File: config.mk
export PLATFORM = sky130hd
export DESIGN_NAME = context_load_profiler_unit
export DESIGN_NICKNAME = d
export VERILOG_FILES = /design/src/hdl/clp_pkg.sv /design/src/hdl/context_load_profiler_unit.sv /design/src/hdl/clp_queue.sv /design/src/hdl/clp_divider.sv /design/src/hdl/clp_front.sv /design/src/hdl/clp_back.sv
export SDC_FILE = /design/constraint.sdc
export NUM_CORES = 2
export LEC_CHECK = 0
export ABC_AREA = 0
export BUFFER_PORTS_ARGS = -buffer_cell sky130_fd_sc_hd__buf_4
export CORE_AREA = 2 2 471 473
export CTS_BUF_LIST = sky130_fd_sc_hd__clkbuf_4 sky130_fd_sc_hd__clkbuf_8 sky130_fd_sc_hd__clkbuf_16
export DETAILED_ROUTE_END_ITERATION = 8
export DIE_AREA = 0 0 473 475
export GPL_ROUTABILITY_DRIVEN = 0
export PLACE_DENSITY = 0.63
export SYNTH_ARGS = -nofsm -noshare
export SYNTH_HDL_FRONTEND = slang
export SYNTH_SLANG_ARGS = --single-unit
File: constraint.sdc
create_clock -name clk -period 13.2 [get_ports clk]
set_input_delay 1.98 -clock clk [delete_from_list [all_inputs] [get_ports clk]]
set_output_delay 1.98 -clock clk [all_outputs]
set_load 0.02 [all_outputs]
File: src/hdl/clp_pkg.sv
// shared types and constants of the context load profiler
package clp_pkg;

    localparam int CONTEXTS_DEF = 7;
    localparam logic [31:0] WINDOW_RESET = 32'd80000000;
    localparam logic [3:0] IRQ_LIMIT_RESET = 4'd4;
    localparam logic [13:0] FULL_SCALE = 14'd10000;

    localparam logic [1:0] KIND_BEGIN = 2'd0;
    localparam logic [1:0] KIND_END = 2'd1;
    localparam logic [1:0] KIND_SERVICE = 2'd2;
    localparam logic [1:0] KIND_UNUSED = 2'd3;

    localparam logic [1:0] OUT_TOKEN = 2'd0;
    localparam logic [1:0] OUT_END = 2'd1;
    localparam logic [1:0] OUT_REPORT = 2'd2;
    localparam logic [1:0] OUT_TOTAL = 2'd3;

    localparam logic [1:0] REG_WINDOW = 2'd0;
    localparam logic [1:0] REG_AVAIL = 2'd1;
    localparam logic [1:0] REG_IRQ_LIMIT = 2'd2;

    localparam logic [2:0] ST_UNAVAIL = 3'b001;
    localparam logic [2:0] ST_PREEMPT = 3'b010;
    localparam logic [2:0] ST_TOTAL = 3'b100;

    // item as classified by the front end
    typedef struct packed {
        logic [1:0]  kind;
        logic [3:0]  context_index;
        logic [31:0] now_cycles;
        logic [31:0] token_start;
        logic [31:0] token_interrupt;
    } item_t;

    typedef struct packed {
        logic [1:0]  out_kind;
        logic [3:0]  report_context;
        logic [31:0] cycles_a;
        logic [31:0] cycles_b;
        logic [13:0] load_hundredths;
        logic [13:0] reserve_hundredths;
        logic [2:0]  status_flags;
        logic        last_of_run;
    } result_t;

    typedef enum logic [2:0] {
        BK_IDLE,
        BK_EXEC,
        BK_SUM,
        BK_START,
        BK_DIV,
        BK_REPORT,
        BK_TOTAL,
        BK_WAIT
    } back_state_t;

endpackage

File: src/hdl/context_load_profiler_unit.sv
// per-context load profiler: front end, item queue, back end
// a begin/end item passes the front-end hold register, the queue and the back-end item register;
// its result is formed in the exec state and made valid in the wait state, when the output is free
// the back end serves one item at a time; due service: summing pass, shared divider per context
// reset: rst_n clears the counters, totals, state and control registers to their defaults at once
module context_load_profiler_unit #(
    parameter int CONTEXTS = clp_pkg::CONTEXTS_DEF
) (
    input  logic         clk,
    input  logic         rst_n,
    input  logic         s_axis_tvalid,
    output logic         s_axis_tready,
    input  logic [1:0]   s_axis_tuser,   // kind
    input  logic [103:0] s_axis_tdata,   // context_index, now_cycles, token_start, token_interrupt, pad
    output logic         m_axis_tvalid,
    input  logic         m_axis_tready,
    output logic [1:0]   m_axis_tuser,   // out_kind
    output logic         m_axis_tlast,
    output logic [103:0] m_axis_tdata,   // report_context, cycles_a, cycles_b, load, reserve, status, pad
    input  logic         psel,
    input  logic         penable,
    input  logic         pwrite,
    input  logic [3:0]   paddr,
    input  logic [31:0]  pwdata,
    output logic [31:0]  prdata,
    output logic         pready
);
    logic [31:0] window_reg;
    logic        avail_reg;
    logic [3:0]  irq_limit_reg;

    clp_pkg::item_t   in_item, q_in, q_head;
    clp_pkg::result_t res;
    logic q_push, q_full, q_pop, q_empty;

    assign pready = 1'b1;

    always_ff @(posedge clk or negedge rst_n)
    begin
        if (!rst_n)
        begin
            window_reg <= clp_pkg::WINDOW_RESET;
            avail_reg <= 1'b1;
            irq_limit_reg <= clp_pkg::IRQ_LIMIT_RESET;
        end
        else if (psel && penable && pwrite)
        begin
            case (paddr[3:2])
                clp_pkg::REG_WINDOW: window_reg <= pwdata;
                clp_pkg::REG_AVAIL: avail_reg <= pwdata[0];
                clp_pkg::REG_IRQ_LIMIT: irq_limit_reg <= pwdata[3:0];
                default: ;
            endcase
        end
    end

    always_comb
    begin
        case (paddr[3:2])
            clp_pkg::REG_WINDOW: prdata = window_reg;
            clp_pkg::REG_AVAIL: prdata = {31'd0, avail_reg};
            clp_pkg::REG_IRQ_LIMIT: prdata = {28'd0, irq_limit_reg};
            default: prdata = '0;
        endcase
    end

    assign in_item.kind = s_axis_tuser;
    assign in_item.context_index = s_axis_tdata[3:0];
    assign in_item.now_cycles = s_axis_tdata[35:4];
    assign in_item.token_start = s_axis_tdata[67:36];
    assign in_item.token_interrupt = s_axis_tdata[99:68];

    clp_front u_front (
        .clk(clk), .rst_n(rst_n),
        .in_valid(s_axis_tvalid), .in_ready(s_axis_tready), .in_item(in_item),
        .q_push(q_push), .q_item(q_in), .q_full(q_full)
    );

    clp_queue #(.DEPTH(2)) u_queue (
        .clk(clk), .rst_n(rst_n),
        .push(q_push), .push_item(q_in), .full(q_full),
        .pop(q_pop), .empty(q_empty), .head(q_head)
    );

    clp_back #(.CONTEXTS(CONTEXTS)) u_back (
        .clk(clk), .rst_n(rst_n),
        .q_empty(q_empty), .q_head(q_head), .q_pop(q_pop),
        .window_period(window_reg), .counter_available(avail_reg),
        .irq_limit(irq_limit_reg),
        .out_valid(m_axis_tvalid), .out_ready(m_axis_tready), .out_result(res)
    );

    assign m_axis_tuser = res.out_kind;
    assign m_axis_tlast = res.last_of_run;
    assign m_axis_tdata = {5'd0, res.status_flags, res.reserve_hundredths,
                           res.load_hundredths, res.cycles_b, res.cycles_a,
                           res.report_context};
endmodule

File: src/hdl/clp_queue.sv
// short queue between the front end and the back end
module clp_queue #(
    parameter int DEPTH = 2
) (
    input  logic            clk,
    input  logic            rst_n,
    input  logic            push,
    input  clp_pkg::item_t  push_item,
    output logic            full,
    input  logic            pop,
    output logic            empty,
    output clp_pkg::item_t  head
);
    localparam int AW = (DEPTH > 1) ? $clog2(DEPTH) : 1;

    clp_pkg::item_t    mem_reg [DEPTH];
    logic [AW-1:0]     wr_reg, wr_next;
    logic [AW-1:0]     rd_reg, rd_next;
    logic [AW:0]       cnt_reg, cnt_next;

    assign full = (cnt_reg == (AW+1)'(DEPTH));
    assign empty = (cnt_reg == '0);
    assign head = mem_reg[rd_reg];

    always_comb
    begin
        wr_next = wr_reg;
        rd_next = rd_reg;
        cnt_next = cnt_reg;
        if (push && !full)
        begin
            wr_next = (wr_reg == AW'(DEPTH - 1)) ? '0 : wr_reg + 1'b1;
        end
        if (pop && !empty)
        begin
            rd_next = (rd_reg == AW'(DEPTH - 1)) ? '0 : rd_reg + 1'b1;
        end
        if ((push && !full) && !(pop && !empty))
        begin
            cnt_next = cnt_reg + 1'b1;
        end
        else if (!(push && !full) && (pop && !empty))
        begin
            cnt_next = cnt_reg - 1'b1;
        end
    end

    always_ff @(posedge clk or negedge rst_n)
    begin
        if (!rst_n)
        begin
            wr_reg <= '0;
            rd_reg <= '0;
            cnt_reg <= '0;
        end
        else
        begin
            wr_reg <= wr_next;
            rd_reg <= rd_next;
            cnt_reg <= cnt_next;
        end
    end

    always_ff @(posedge clk)
    begin
        if (push && !full)
        begin
            mem_reg[wr_reg] <= push_item;
        end
    end
endmodule

File: src/hdl/clp_divider.sv
// restoring divider: floor(busy*10000/window), two quotient bits a cycle
module clp_divider (
    input  logic        clk,
    input  logic        rst_n,
    input  logic        start,
    input  logic [31:0] busy,
    input  logic [31:0] window,
    output logic        done,
    output logic [13:0] quotient
);
    // quotient stays below 10000 whenever busy < window, so 14 bits suffice
    logic [45:0] num_reg, num_next;
    logic [32:0] rem_reg, rem_next;
    logic [31:0] den_reg;
    logic [13:0] q_reg, q_next;
    logic [2:0]  cnt_reg, cnt_next;
    logic        run_reg, run_next;
    logic        done_reg, done_next;
    logic [32:0] r1, r2;
    logic        b1, b2;

    assign done = done_reg;
    assign quotient = q_reg;

    always_comb
    begin
        num_next = num_reg;
        rem_next = rem_reg;
        q_next = q_reg;
        cnt_next = cnt_reg;
        run_next = run_reg;
        done_next = 1'b0;
        r1 = {rem_reg[31:0], num_reg[45]};
        b1 = (r1 >= {1'b0, den_reg});
        if (b1)
        begin
            r1 = r1 - {1'b0, den_reg};
        end
        r2 = {r1[31:0], num_reg[44]};
        b2 = (r2 >= {1'b0, den_reg});
        if (b2)
        begin
            r2 = r2 - {1'b0, den_reg};
        end
        if (run_reg)
        begin
            rem_next = r2;
            num_next = {num_reg[43:0], 2'b00};
            if (cnt_reg < 3'd7)
            begin
                q_next = {q_reg[11:0], b1, b2};
            end
            cnt_next = cnt_reg + 1'b1;
            if (cnt_reg == 3'd7)
            begin
                run_next = 1'b0;
                done_next = 1'b1;
            end
        end
    end

    logic [45:0] prod;
    assign prod = 46'(busy) * 46'(14'd10000);

    // the top 32 numerator bits are less than window, so start with them as remainder
    always_ff @(posedge clk or negedge rst_n)
    begin
        if (!rst_n)
        begin
            run_reg <= 1'b0;
            done_reg <= 1'b0;
            cnt_reg <= '0;
        end
        else if (start)
        begin
            run_reg <= 1'b1;
            done_reg <= 1'b0;
            cnt_reg <= '0;
        end
        else
        begin
            run_reg <= run_next;
            done_reg <= done_next;
            cnt_reg <= cnt_next;
        end
    end

    always_ff @(posedge clk)
    begin
        if (start)
        begin
            rem_reg <= {1'b0, prod[45:14]};
            num_reg <= {prod[13:0], 32'd0};
            den_reg <= window;
            q_reg <= '0;
        end
        else
        begin
            rem_reg <= rem_next;
            num_reg <= num_next;
            q_reg <= q_next;
        end
    end
endmodule

File: src/hdl/clp_front.sv
// front end: takes input transfers, drops unused kinds, queues the rest
module clp_front (
    input  logic            clk,
    input  logic            rst_n,
    input  logic            in_valid,
    output logic            in_ready,
    input  clp_pkg::item_t  in_item,
    output logic            q_push,
    output clp_pkg::item_t  q_item,
    input  logic            q_full
);
    logic           hold_reg, hold_next;
    clp_pkg::item_t item_reg;

    assign in_ready = !hold_reg || !q_full;
    assign q_push = hold_reg;
    assign q_item = item_reg;

    always_comb
    begin
        hold_next = hold_reg;
        if (hold_reg && !q_full)
        begin
            hold_next = 1'b0;
        end
        // kind three causes nothing and is not kept
        if (in_valid && in_ready && (in_item.kind != clp_pkg::KIND_UNUSED))
        begin
            hold_next = 1'b1;
        end
    end

    always_ff @(posedge clk or negedge rst_n)
    begin
        if (!rst_n)
        begin
            hold_reg <= 1'b0;
        end
        else
        begin
            hold_reg <= hold_next;
        end
    end

    always_ff @(posedge clk)
    begin
        if (in_valid && in_ready)
        begin
            item_reg <= in_item;
        end
    end
endmodule

File: src/hdl/clp_back.sv
// back end: state update, window reports through the shared divider
module clp_back #(
    parameter int CONTEXTS = clp_pkg::CONTEXTS_DEF
) (
    input  logic             clk,
    input  logic             rst_n,
    input  logic             q_empty,
    input  clp_pkg::item_t   q_head,
    output logic             q_pop,
    input  logic [31:0]      window_period,
    input  logic             counter_available,
    input  logic [3:0]       irq_limit,
    output logic             out_valid,
    input  logic             out_ready,
    output clp_pkg::result_t out_result
);
    localparam int CW = (CONTEXTS > 1) ? $clog2(CONTEXTS) : 1;

    clp_pkg::back_state_t state_reg, state_next;

    logic [31:0] busy_reg [CONTEXTS];
    logic [31:0] last_reg [CONTEXTS];
    logic [31:0] max_reg [CONTEXTS];
    logic [31:0] irq_total_reg;
    logic [31:0] win_start_reg;
    logic [31:0] seq_reg;
    logic [2:0]  sticky_reg;

    clp_pkg::item_t   cur_reg;
    logic [CW-1:0]    idx_reg;
    logic [31:0]      measured_reg;
    logic [32:0]      sum_cyc_reg;
    logic             bad_reg;
    logic [17:0]      sum_load_reg;
    clp_pkg::result_t res_reg;
    logic             res_valid_reg;

    logic        div_start, div_done;
    logic [13:0] div_q;
    logic [31:0] period, measured, raw, pre, excl, cur_busy;
    logic        ctx_ok, due, emit, pre_bad, tot_bad;
    logic [13:0] load;
    logic [2:0]  sticky_exec;
    logic [32:0] sum_step;

    clp_divider u_div (
        .clk(clk), .rst_n(rst_n), .start(div_start),
        .busy(cur_busy), .window(measured_reg),
        .done(div_done), .quotient(div_q)
    );

    assign out_valid = res_valid_reg;
    assign out_result = res_reg;
    assign cur_busy = busy_reg[idx_reg];

    always_comb
    begin
        period = (window_period == '0) ? 32'd1 : window_period;
        measured = cur_reg.now_cycles - win_start_reg;
        due = (measured >= period);
        ctx_ok = ({1'b0, cur_reg.context_index} < 5'(CONTEXTS));
        raw = cur_reg.now_cycles - cur_reg.token_start;
        pre = irq_total_reg - cur_reg.token_interrupt;
        excl = (pre > raw) ? 32'd0 : raw - pre;
        sticky_exec = sticky_reg;
        if (!counter_available)
        begin
            sticky_exec = sticky_reg | clp_pkg::ST_UNAVAIL;
        end
        else if (cur_reg.kind == clp_pkg::KIND_END && ctx_ok && pre > raw)
        begin
            sticky_exec = sticky_reg | clp_pkg::ST_PREEMPT;
        end
        load = (cur_busy >= measured_reg) ? clp_pkg::FULL_SCALE : div_q;
        sum_step = sum_cyc_reg + {1'b0, cur_busy};
        // with no overflow and the cycle sum inside the window the load sum stays in range
        pre_bad = bad_reg || (sum_cyc_reg[31:0] > measured_reg);
        tot_bad = pre_bad || (sum_load_reg > 18'(clp_pkg::FULL_SCALE));
    end

    // next state
    always_comb
    begin
        state_next = state_reg;
        unique case (state_reg)
            clp_pkg::BK_IDLE:
                if (!q_empty && (!res_valid_reg || out_ready)) state_next = clp_pkg::BK_EXEC;
            clp_pkg::BK_EXEC:
                if (counter_available && cur_reg.kind == clp_pkg::KIND_SERVICE)
                    state_next = due ? clp_pkg::BK_SUM : clp_pkg::BK_IDLE;
                else
                    state_next = clp_pkg::BK_WAIT;
            clp_pkg::BK_SUM:
                if (idx_reg == CW'(CONTEXTS - 1)) state_next = clp_pkg::BK_START;
            clp_pkg::BK_START:
                state_next = clp_pkg::BK_DIV;
            clp_pkg::BK_DIV:
                if (div_done) state_next = clp_pkg::BK_REPORT;
            clp_pkg::BK_REPORT:
                if (!res_valid_reg || out_ready)
                    state_next = (idx_reg == CW'(CONTEXTS - 1)) ?
                                 clp_pkg::BK_TOTAL : clp_pkg::BK_START;
            clp_pkg::BK_TOTAL:
                if (!res_valid_reg || out_ready) state_next = clp_pkg::BK_IDLE;
            clp_pkg::BK_WAIT:
                if (!res_valid_reg || out_ready) state_next = clp_pkg::BK_IDLE;
            default: state_next = clp_pkg::BK_IDLE;
        endcase
    end

    // outputs
    always_comb
    begin
        q_pop = (state_reg == clp_pkg::BK_IDLE) && !q_empty && (!res_valid_reg || out_ready);
        div_start = (state_reg == clp_pkg::BK_START);
        emit = ((state_reg == clp_pkg::BK_REPORT) || (state_reg == clp_pkg::BK_TOTAL) ||
                (state_reg == clp_pkg::BK_WAIT)) && (!res_valid_reg || out_ready);
    end

    always_ff @(posedge clk or negedge rst_n)
    begin
        if (!rst_n)
        begin
            state_reg <= clp_pkg::BK_IDLE;
            res_valid_reg <= 1'b0;
            for (int i = 0; i < CONTEXTS; i++)
            begin
                busy_reg[i] <= '0;
                last_reg[i] <= '0;
                max_reg[i] <= '0;
            end
            irq_total_reg <= '0;
            win_start_reg <= '0;
            seq_reg <= '0;
            sticky_reg <= '0;
            idx_reg <= '0;
        end
        else
        begin
            state_reg <= state_next;
            if (emit)
            begin
                res_valid_reg <= 1'b1;
            end
            else if (out_ready)
            begin
                res_valid_reg <= 1'b0;
            end
            unique case (state_reg)
                clp_pkg::BK_EXEC:
                begin
                    sticky_reg <= sticky_exec;
                    idx_reg <= '0;
                    if (counter_available && cur_reg.kind == clp_pkg::KIND_SERVICE && due)
                    begin
                        win_start_reg <= cur_reg.now_cycles;
                    end
                    if (counter_available && cur_reg.kind == clp_pkg::KIND_END && ctx_ok)
                    begin
                        busy_reg[cur_reg.context_index[CW-1:0]] <=
                            busy_reg[cur_reg.context_index[CW-1:0]] + excl;
                        last_reg[cur_reg.context_index[CW-1:0]] <= raw;
                        if (raw > max_reg[cur_reg.context_index[CW-1:0]])
                        begin
                            max_reg[cur_reg.context_index[CW-1:0]] <= raw;
                        end
                        if (cur_reg.context_index <= irq_limit)
                        begin
                            irq_total_reg <= irq_total_reg + excl;
                        end
                    end
                end
                clp_pkg::BK_SUM:
                    idx_reg <= (idx_reg == CW'(CONTEXTS - 1)) ? '0 : idx_reg + 1'b1;
                clp_pkg::BK_REPORT:
                    if (emit)
                    begin
                        busy_reg[idx_reg] <= '0;
                        if (idx_reg != CW'(CONTEXTS - 1))
                        begin
                            idx_reg <= idx_reg + 1'b1;
                        end
                    end
                clp_pkg::BK_TOTAL:
                    if (emit)
                    begin
                        seq_reg <= seq_reg + 1'b1;
                        if (tot_bad)
                        begin
                            sticky_reg <= sticky_reg | clp_pkg::ST_TOTAL;
                        end
                    end
                default: ;
            endcase
        end
    end

    always_ff @(posedge clk)
    begin
        clp_pkg::result_t r;
        r = '0;
        if (q_pop)
        begin
            cur_reg <= q_head;
        end
        if (state_reg == clp_pkg::BK_EXEC)
        begin
            measured_reg <= measured;
            sum_cyc_reg <= '0;
            bad_reg <= 1'b0;
            sum_load_reg <= '0;
            r.status_flags = sticky_exec;
            r.last_of_run = 1'b1;
            if (!counter_available)
            begin
                r.out_kind = (cur_reg.kind == clp_pkg::KIND_SERVICE) ?
                             clp_pkg::OUT_TOTAL : cur_reg.kind;
            end
            else if (cur_reg.kind == clp_pkg::KIND_BEGIN)
            begin
                r.out_kind = clp_pkg::OUT_TOKEN;
                r.cycles_a = cur_reg.now_cycles;
                r.cycles_b = irq_total_reg;
            end
            else
            begin
                r.out_kind = clp_pkg::OUT_END;
                r.cycles_a = ctx_ok ? raw : 32'd0;
            end
            res_reg <= r;
        end
        else if (state_reg == clp_pkg::BK_SUM)
        begin
            if (!bad_reg)
            begin
                if (sum_step[32])
                begin
                    bad_reg <= 1'b1;
                    sum_cyc_reg <= 33'h0FFFFFFFF;
                end
                else
                begin
                    sum_cyc_reg <= sum_step;
                end
            end
        end
        else if (state_reg == clp_pkg::BK_REPORT && emit)
        begin
            r.out_kind = clp_pkg::OUT_REPORT;
            r.report_context = 4'(idx_reg);
            r.cycles_a = last_reg[idx_reg];
            r.cycles_b = max_reg[idx_reg];
            r.load_hundredths = load;
            r.status_flags = pre_bad ? (sticky_reg | clp_pkg::ST_TOTAL) : sticky_reg;
            r.last_of_run = 1'b0;
            res_reg <= r;
            sum_load_reg <= sum_load_reg + 18'(load);
        end
        else if (state_reg == clp_pkg::BK_TOTAL && emit)
        begin
            r.out_kind = clp_pkg::OUT_TOTAL;
            r.cycles_a = measured_reg;
            r.cycles_b = seq_reg + 1'b1;
            r.load_hundredths = tot_bad ? clp_pkg::FULL_SCALE : sum_load_reg[13:0];
            r.reserve_hundredths = tot_bad ? 14'd0 :
                                   clp_pkg::FULL_SCALE - sum_load_reg[13:0];
            r.status_flags = tot_bad ? (sticky_reg | clp_pkg::ST_TOTAL) : sticky_reg;
            r.last_of_run = 1'b1;
            res_reg <= r;
        end
    end
endmodule

==> metrics.txt <==
# TYPE chip_impl_metric gauge
chip_impl_info{name="status",value="complete, no violations"} 1
chip_impl_info{name="clockRootBuffer",value="sky130_fd_sc_hd__clkbuf_16"} 1
chip_impl_info{name="critical_path.slowest_cell",value="sky130_fd_sc_hd__xor2_1"} 1
chip_impl_metric{name="reg2regPathDepth",unit=""} 38
chip_impl_metric{name="post_synth.cell_area_avg",unit="um^2"} 9.81
chip_impl_metric{name="routed_via_density",unit=""} 5.97
chip_impl_metric{name="synth_async_sr_flop_share",unit="%"} 54.8
chip_impl_metric{name="timing.fmax",unit="MHz"} 90.2
chip_impl_metric{name="grt_first_pass_wirelength",unit="mm"} 448
chip_impl_metric{name="grt_pass1_vias",unit=""} 69479
chip_impl_metric{name="fillers",unit=""} 20278
chip_impl_metric{name="floorplan.die.width",unit="um"} 473
chip_impl_metric{name="drt-wirelength-per-cell",unit="um"} 25.2
chip_impl_metric{name="initial_utilization",unit="%"} 40.0
chip_impl_metric{name="synth_fa_ha_area_share",unit="%"} 9.91
chip_impl_metric{name="ys_types",unit=""} 112
chip_impl_metric{name="detailedRoute.firstPassIterationCount",unit=""} 9
chip_impl_metric{name="post_route_cells_drive_above_1_share",unit="%"} 12.8
chip_impl_metric{name="final_nets",unit=""} 9828
chip_impl_info{name="timing.setup.critical_path_class",value="register to register"} 1
chip_impl_metric{name="via_count",unit=""} 72061
chip_impl_info{name="tritoncts",value="yes"} 1
chip_impl_metric{name="ios",unit=""} 291
chip_impl_metric{name="rows",unit=""} 172
chip_impl_info{name="synth.top_cells.by_area",value="sky130_fd_sc_hd__dfrtp_1, sky130_fd_sc_hd__edfxtp_1, sky130_fd_sc_hd__ha_1"} 1
chip_impl_info{name="rsz0062_at_grt",value="false"} 1
chip_impl_metric{name="clock_transition_at_the_registers_of_the_reported_paths",unit="ps"} 60
chip_impl_info{name="r2r-end",value="u_back.irq_total_reg[29]"} 1
chip_impl_metric{name="drv_slew",unit=""} 0
chip_impl_metric{name="worst_slew_margin_rel",unit="%"} 10.3
chip_impl_metric{name="synth_compound_area_share",unit="%"} 19.9
chip_impl_metric{name="die_area",unit="mm^2"} 0.225
chip_impl_metric{name="arrival",unit="ps"} 11800
chip_impl_info{name="hold_crit_path_type",value="register to register"} 1
chip_impl_metric{name="worst_pin_slew",unit="ps"} 1340
chip_impl_metric{name="synth.cell_area",unit="mm^2"} 0.0875
chip_impl_metric{name="grt_start_max_net_pins",unit=""} 170
chip_impl_metric{name="post_cts_setup_buffers",unit=""} 0
chip_impl_metric{name="grt_antenna_before_repair",unit=""} 16
chip_impl_metric{name="synth_enable_flop_cells",unit=""} 583
chip_impl_metric{name="crit_path_max_incr_delay",unit="ps"} 960
chip_impl_metric{name="antenna_violating_nets_post_route",unit=""} 0
chip_impl_info{name="critical_path.startpoint_type",value="register"} 1
chip_impl_metric{name="worst-r2r-setup-slack",unit="ps"} 2120
chip_impl_metric{name="number_of_cells_on_the_worst_hold_path",unit=""} 0
chip_impl_metric{name="detail_route.iter0.violations",unit=""} 8123
chip_impl_metric{name="layout-area-overhead-vs-synth",unit="%"} 13.2
chip_impl_metric{name="core",unit="mm^2"} 0.219
chip_impl_metric{name="total_wire_length",unit="mm"} 305
chip_impl_metric{name="placed_wire_length_estimate_after_detailed_placement",unit="mm"} 209
chip_impl_metric{name="finalHoldViolations",unit=""} 0
chip_impl_metric{name="htree_num_levels",unit=""} 4
chip_impl_info{name="netlist.top_cell.by_area",value="sky130_fd_sc_hd__dfrtp_1"} 1
chip_impl_metric{name="post_cts.resized_instances",unit=""} 0
chip_impl_metric{name="cts_hold_buffers",unit=""} 0
chip_impl_metric{name="ys_seq_elements",unit=""} 1505
chip_impl_metric{name="count_of_yosys_warnings_during_synthesis",unit=""} 0
chip_impl_metric{name="multiInputGateArea",unit="mm^2"} 0.0434
chip_impl_metric{name="port_buffers",unit=""} 277
chip_impl_metric{name="clkLatencyLatePin",unit="ps"} 890
chip_impl_metric{name="groute.usage.overall",unit="%"} 26.5
chip_impl_metric{name="period_needed",unit="ps"} 11080
chip_impl_metric{name="cts-buffers-inserted",unit=""} 167
chip_impl_metric{name="report.final.setup_viol",unit=""} 0
chip_impl_metric{name="seq_area_frac_synth",unit="%"} 45.8
chip_impl_metric{name="total_negative_slack_for_setup_checks",unit="ps"} 0
chip_impl_metric{name="synth_xor_area_share",unit="%"} 3.99
chip_impl_metric{name="final.setup_skew",unit="ps"} 67.9
chip_impl_metric{name="cts_max_path_buffers",unit=""} 3
chip_impl_info{name="synth_top_family_by_area",value="compound AO/OA/AOI/OAI gates"} 1
chip_impl_info{name="worst_hold_launch",value="u_front.q_item[67]"} 1
chip_impl_metric{name="post-route-period-util",unit="%"} 83.9
chip_impl_metric{name="worst_path_required",unit="ps"} 13920
chip_impl_metric{name="simple_logic_cell_fraction_of_the_synthesized_area",unit="%"} 10.6
chip_impl_metric{name="register_area",unit="mm^2"} 0.0401
chip_impl_metric{name="clock_sinks",unit=""} 1505
chip_impl_info{name="crit-reg2reg-launch",value="u_back.cur_reg[65]"} 1
chip_impl_info{name="end_kind",value="register"} 1
chip_impl_metric{name="grt_overflow",unit=""} 0
chip_impl_metric{name="cap_viol_max_count",unit=""} 0
chip_impl_metric{name="synth_cells",unit=""} 8924
chip_impl_metric{name="critical_path_peak_fanout",unit=""} 15
chip_impl_info{name="min_delay_worst_endpoint",value="u_queue.mem_reg[0][67]"} 1
chip_impl_metric{name="synth_top_cell_area_share",unit="%"} 23.3
chip_impl_metric{name="portion_of_netlist_area_occupied_by_mux_cells",unit="%"} 4.72
chip_impl_info{name="postSynth.topFlopCell",value="sky130_fd_sc_hd__dfrtp_1"} 1
chip_impl_metric{name="final_routed_drc_violation_total",unit=""} 0
chip_impl_metric{name="die_h",unit="um"} 475
[routing by layer]
layer	GRT usage, %	vias up	wire, um
met5	0	-	53
met4	16.1	8	20900
met3	6.46	870	29700
met2	39.9	3706	132000
met1	34.4	35251	122000
li1	-	32226	-
[synth_stat cells, types with 32 or more instances]
master,number
sky130_fd_sc_hd__a211oi_1,62
sky130_fd_sc_hd__a21o_1,153
sky130_fd_sc_hd__a21oi_1,613
sky130_fd_sc_hd__a221oi_1,35
sky130_fd_sc_hd__a22o_1,225
sky130_fd_sc_hd__a22oi_1,32
sky130_fd_sc_hd__a31oi_1,33
sky130_fd_sc_hd__and3_1,51
sky130_fd_sc_hd__buf_1,61
sky130_fd_sc_hd__clkbuf_1,414
sky130_fd_sc_hd__dfrtp_1,815
sky130_fd_sc_hd__dfxtp_1,97
sky130_fd_sc_hd__edfxtp_1,583
sky130_fd_sc_hd__fa_1,91
sky130_fd_sc_hd__ha_1,535
sky130_fd_sc_hd__inv_1,660
sky130_fd_sc_hd__mux2_2,231
sky130_fd_sc_hd__mux2i_1,117
sky130_fd_sc_hd__nand2_1,961
sky130_fd_sc_hd__nand2b_1,70
sky130_fd_sc_hd__nand3_1,84
sky130_fd_sc_hd__nand4_1,54
sky130_fd_sc_hd__nor2_1,528
sky130_fd_sc_hd__nor2b_1,67
sky130_fd_sc_hd__nor3_1,135
sky130_fd_sc_hd__o211ai_1,50
sky130_fd_sc_hd__o21a_1,54
sky130_fd_sc_hd__o21ai_0,946
sky130_fd_sc_hd__o21bai_1,68
sky130_fd_sc_hd__o221ai_1,69
sky130_fd_sc_hd__o22ai_1,149
sky130_fd_sc_hd__or3_1,39
sky130_fd_sc_hd__xnor2_1,254
sky130_fd_sc_hd__xor2_1,130
[metrics by stage]
stage	hold slack [ps]	cells	area, um^2	worst slack, ps	utilization [%]
finish	423	12071	99100	2120	45.2
global route	445	12067	99100	1290	45.2
CTS	440	12065	99100	2330	45.2
detailed placement	430	11755	93000	2310	42.5
global placement	423	11755	93000	2350	42.5
floorplan	421	8929	87600	3470	-
[worst max path at each step]
stage / to / from / slack [ps] / depth (start not counted)
6_report: u_back.irq_total_reg[29] / u_back.cur_reg[65] / 2120 / 38
5_1_grt: u_back.irq_total_reg[29] / u_back.cur_reg[65] / 1290 / 41
4_1_cts: u_back.irq_total_reg[29] / u_back.irq_total_reg[2] / 2330 / 37
3_5_place_dp: u_back.irq_total_reg[29] / u_back.irq_total_reg[2] / 2310 / 37
3_3_place_gp: u_back.irq_total_reg[29] / u_back.irq_total_reg[2] / 2350 / 37
2_1_floorplan: u_back.busy_reg[125] / u_back.cur_reg[65] / 3470 / 47
[critical path: cells and delay by family (launching register included)]
family | cells | cell delay [ps]
buffers and inverters | 3 | 920
and+or+nand+nor | 10 | 1440
xor gates and xnor gates | 1 | 960
muxes | 1 | 200
DFF | 1 | 650
AOI/OAI and AO/OA | 20 | 5550
adders and majority gates | 3 | 1200
[placed cells by master (no fill, tap or decap), types with 91 or more instances in the layout]
cell type                     n
sky130_fd_sc_hd__o22ai_1    149
sky130_fd_sc_hd__ha_1       535
sky130_fd_sc_hd__mux2i_1    117
sky130_fd_sc_hd__fa_1        91
sky130_fd_sc_hd__xnor2_1    251
sky130_fd_sc_hd__xor2_1     130
sky130_fd_sc_hd__clkbuf_16  170
sky130_fd_sc_hd__nor3_1     131
sky130_fd_sc_hd__inv_1      656
sky130_fd_sc_hd__dfxtp_1     97
sky130_fd_sc_hd__a21oi_1    613
sky130_fd_sc_hd__dfrtp_1    811
sky130_fd_sc_hd__buf_4      439
sky130_fd_sc_hd__a22o_1     225
sky130_fd_sc_hd__o21ai_0    946
sky130_fd_sc_hd__nand2_1    940
sky130_fd_sc_hd__a21o_1     153
sky130_fd_sc_hd__mux2_2     231
sky130_fd_sc_hd__nor2_1     514
sky130_fd_sc_hd__edfxtp_1   583
[layout make-up]
cell class	count	share of cell area, %
Clock inverter	104	1.43
Multi-Input combinational cell	6268	43.8
Antenna cell	6	0.0151
Tap cell	2871	3.62
Sequential cell	1505	40.5
Timing Repair Buffer	446	3.46
Clock buffer	206	4.67
Inverter	665	2.52
[cells by family after synthesis]
logic type,after synthesis
AND/OR/NAND/NOR,2106
multiplexers,364
flip-flops,1505
other,2
AO/OA/AOI/OAI,2758
buffers and inverters,1156
XOR/XNOR,391
adder cells (fa/ha/maj),642
Power is not shown: default switching activity piles up to over one toggle a cycle in this logic, so the estimate is an artifact.
